<file path="src/hdl/lfu_evicting_route_counter_table_top_assert.svh">
// Assertion macros for the LFU route counter table
`ifndef LFU_EVICTING_ROUTE_COUNTER_TABLE_TOP_ASSERT_SVH
`define LFU_EVICTING_ROUTE_COUNTER_TABLE_TOP_ASSERT_SVH

// same-cycle implication
`define LFUECT_ASSERT_IMPL(lbl, clk, rstn, ante, cons) \
    lbl: assert property (@(posedge clk) disable iff (!(rstn)) (ante) |-> (cons)) \
        else $error("lfuect assertion failed");

// next-cycle implication
`define LFUECT_ASSERT_NEXT(lbl, clk, rstn, ante, cons) \
    lbl: assert property (@(posedge clk) disable iff (!(rstn)) (ante) |=> (cons)) \
        else $error("lfuect assertion failed");

`endif

</file>
<file path="src/hdl/lfuect_pkg.sv">
// ----------------------------------------------------------------------------
// lfuect_pkg
// Types and constants shared by the LFU route counter table.
// ----------------------------------------------------------------------------
`default_nettype none

package lfuect_pkg;

    localparam int ROWS      = 32;
    localparam int KEY_W     = 64;
    localparam int CNT_W     = 64;
    localparam int IDX_W     = $clog2(ROWS);
    localparam int USED_W    = $clog2(ROWS + 1);
    localparam int CAP_W     = 6;
    localparam int STATUS_W  = 10;
    localparam int CMD_W     = 2;
    localparam int ERR_STATUS = 400;

    typedef enum logic [CMD_W-1:0] {
        CMD_RECORD = 2'd0,
        CMD_DUMP   = 2'd1,
        CMD_CLEAR  = 2'd2,
        CMD_TRIM   = 2'd3
    } cmd_t;

    typedef enum logic [2:0] {
        ST_IDLE,
        ST_SCAN,
        ST_APPLY,
        ST_DUMP,
        ST_TAIL
    } state_t;

    typedef struct packed {
        logic [KEY_W-1:0] key;
        logic [CNT_W-1:0] req;
        logic [CNT_W-1:0] err;
    } row_t;

endpackage

`default_nettype wire

</file>
<file path="src/hdl/lfuect_cell.sv">
// ----------------------------------------------------------------------------
// lfuect_cell
// One table row; loads its neighbor's row on every shift.
// ----------------------------------------------------------------------------
`default_nettype none

module lfuect_cell (
    input  wire               aclk,
    input  wire               shift,
    input  lfuect_pkg::row_t  din,
    output lfuect_pkg::row_t  q
);
    import lfuect_pkg::*;

    row_t row_reg;

    always_ff @(posedge aclk) begin
        if (shift) begin
            row_reg <= din;
        end
    end

    assign q = row_reg;

endmodule

`default_nettype wire

</file>
<file path="src/hdl/lfuect_chain.sv">
// ----------------------------------------------------------------------------
// lfuect_chain
// Ring of row cells. Cell 0 is the head; the head's write-back enters the tail.
// ----------------------------------------------------------------------------
`default_nettype none

module lfuect_chain (
    input  wire               aclk,
    input  wire               shift,
    input  lfuect_pkg::row_t  wb,
    output lfuect_pkg::row_t  head
);
    import lfuect_pkg::*;

    row_t q [ROWS];

    genvar i;
    generate
        for (i = 0; i < ROWS; i++) begin : g_cell
            if (i == ROWS - 1) begin : g_tail
                lfuect_cell u_cell (.aclk(aclk), .shift(shift), .din(wb), .q(q[i]));
            end else begin : g_mid
                lfuect_cell u_cell (.aclk(aclk), .shift(shift), .din(q[i+1]), .q(q[i]));
            end
        end
    endgenerate

    assign head = q[0];

endmodule

`default_nettype wire

</file>
<file path="config.mk">
export PLATFORM = sky130hd
export DESIGN_NAME = lfuect_chain
export DESIGN_NICKNAME = d
export VERILOG_FILES = /design/src/hdl/lfu_evicting_route_counter_table_top_assert.svh /design/src/hdl/lfuect_pkg.sv /design/src/hdl/lfuect_cell.sv /design/src/hdl/lfuect_chain.sv
export SDC_FILE = /design/constraint.sdc
export NUM_CORES = 2
export LEC_CHECK = 0
export BUFFER_PORTS_ARGS = -buffer_cell sky130_fd_sc_hd__buf_2
export CORE_MARGIN = 2
export CORE_UTILIZATION = 40
export CTS_BUF_LIST = sky130_fd_sc_hd__clkbuf_4 sky130_fd_sc_hd__clkbuf_8
export CTS_CLUSTER_DIAMETER = 40
export DETAILED_ROUTE_END_ITERATION = 16
export GPL_TIMING_DRIVEN = 0
export HOLD_SLACK_MARGIN = 0.06
export PLACE_DENSITY_LB_ADDON = 0.15
export SYNTH_ARGS = -nofsm -noshare
export SYNTH_HDL_FRONTEND = slang
export SYNTH_HIERARCHICAL = 1
export SYNTH_SLANG_ARGS = --single-unit
</file>
<file path="constraint.sdc">
create_clock -name aclk -period 1.2 [get_ports aclk]
set_input_delay 0.24 -clock aclk [delete_from_list [all_inputs] [get_ports aclk]]
set_output_delay 0.24 -clock aclk [all_outputs]
set_load 0.005 [all_outputs]
</file>
==> results.cfg <==
[status]
status = finished, violations left
violations = setup timing

[routing]
drc = 0
first_pass_iters = 5
ant_nets = 0
drtIter0Drc = 3877
viasPerCell = 3.88
wl_um = 227000
vias = 58700
wl_per_cell_um = 15.0

[global_routing]
use_met2 = 0.118
grt.total_usage = 0.0944
grt_pass1_wl_um = 361000
antenna_found_initial = 2
top_usage_layer = met1
overflow = 0
met3_usage = 0.0273
grt_start_max_net_pins = 202
grt_use_met1 = 0.150
grt_pass1_vias = 63200

[cells_and_area]
nNetsFinal = 8414
syn_to_final_growth_pct = 20.6
final_area_um2 = 223000
multi_input_area_um2 = 0
fill_cells = 36200
comb.multi_input.count = 0
drive_above_1_share = 0.225

[place]
port_buffers = 385
place_area_um2 = 195000
dp_hpwl_um = 99600
place_congestion = 0.662

[logic_synthesis]
synth_seq_area_share = 1.00
synth_nets = 6338
synth.distinct_cells = 1
avgSynthCellArea_um2 = 30.0
synthCells = 6144
synthesis.area_um2 = 184000
yosys_warnings = 6
synth-seq-cells = 6144

[sta]
slew_violations = 0
min_period_ps = 2090
tightest_slew_ps = 1160
rsz0062_at_grt = true
whs_ps = 274
fin_skew_ps = 41.2
max_freq_mhz = 479
setup_tns_ps = -2780190
min_period_over_period = 1.74
setup_violations = 5483
hold_viol = 0
setup_ws_ps = -886
slew_headroom = 0.226

[power]
power.density_nw_per_um2 = 1930
p_sw_frac = 0.196
power_frac_seq = 0.591
p_switching_uw = 84400
pwr-share-clk = 0.392
p_comb_frac = 0.018
p_int_uw = 345000
p_leak_uw = 0.0760
peakVddDrop_mv = 1.02

[clocking]
clkTransAtPathRegs_ps = 60
cts_htree_levels = 6
root_buffer = clkbuf_8
cts_buffers = 965
cts_tree = yes
clock_tree.buffer_depth = 4
clk_latency_ps = 1230
clock_sink_count = 6144

[critical_path]
max_stage_delay_ps = 460
critPathLaunchType = register
path_depth = 1
cp_slowest_cell = edfxtp_1
cp_top_family = flip-flops
crit_chain = buf_2
cp-end-kind = output port
worst-r2r-cell-count = 0
crit_fanout = 1
cp_data_arrival_time_ps = 1850
crit_buf_inv = 1
worstSetupPathType = register to output port
required_ps = 960

[hold_path]
holdPathStages = 3
hold_path.class = input pin to register

[die]
dieWidth_um = 683
ios = 386
core_area_um2 = 460000
die_y_um = 683
die_area_um2 = 467000
rows = 249
initial_utilization = 0.401

[job]
cap_violations = 0
[Yosys cell counts]
| library cell | instances | share of area |
|---|---|---|
| edfxtp_1 | 6144 | 1.0 |
[power by group through the flow]
stage | registers (uW) | clock network, uW | logic, uW
global placement | 245000 | 0 | 885
CTS | 254000 | 176000 | 7590
detailed placement | 258000 | 0 | 5010
global route | 255000 | 185000 | 8480
floorplan | 256000 | 0 | 0
finish | 254000 | 168000 | 7690
[sequential cells by signal, indices dropped and copies added, names as in the netlist]
name and count:
g_cell.g_mid.u_cell/q 5952, g_cell.g_tail.u_cell/q 192
[final cells by class]
cell class / count / area (um^2) / share of cell area
repair buffers: 1109 / 11600 / 0.0520
diodes: 5 / 12.5 / 0.0000562
flip-flops and latches: 6144 / 184000 / 0.829
clock buffers: 1261 / 15500 / 0.0698
clock inverters: 478 / 3260 / 0.0146
well taps: 6149 / 7690 / 0.0346
[per-layer routing]
layer | vias up | share of wire
li1 | 29700 | -
met1 | 27000 | 0.52
met2 | 1321 | 0.39
met3 | 656 | 0.054
met4 | 0 | 0.034
met5 | - | 0
[cell usage in the layout (no fill, tap or decap), drive strengths merged]
master and count:
buf 467, bufbuf 56, bufinv 34, clkbuf 1284
clkinv 390, clkinvlp 24, diode 5, dlygate4sd3 563
edfxtp 6144, inv 30
[what timing repair did]
item	CTS	global route
buffers inserted	18	13
endpoints found under the setup margin	5095	4335
gates cloned	66	28
hold buffers	567	1
resized for setup	11	17
endpoints found under the hold margin	1085	1104
[cell families after synthesis]
| logic type | after synthesis | share of synthesized area |
|---|---|---|
| DFF | 6144 | 1.00 |
[through the flow]
stage	setup WS [ps]	utilization	instances	power (uW)
after floorplan	605	-	6144	256000
after global placement	-93170	0.422	12700	246000
after detailed placement	-9800	0.425	12700	263000
after CTS	-1180	0.483	15100	437000
after global routing	-1100	0.484	15100	448000
final	-886	0.484	15100	429000
[final timing paths]
path                                         from                              to  slack [ps]
setup / recovery      g_cell[0].g_mid.u_cell/q[4]                         head[4]        -890
hold reg to reg     g_cell[3].g_mid.u_cell/q[161]   g_cell[2].g_mid.u_cell/q[161]         390
hold / removal                             wb[25]  g_cell[31].g_tail.u_cell/q[25]         270
setup reg to reg  g_cell[31].g_tail.u_cell/q[134]  g_cell[30].g_mid.u_cell/q[134]         460
Note: power is estimated with default switching activity, not from simulation.
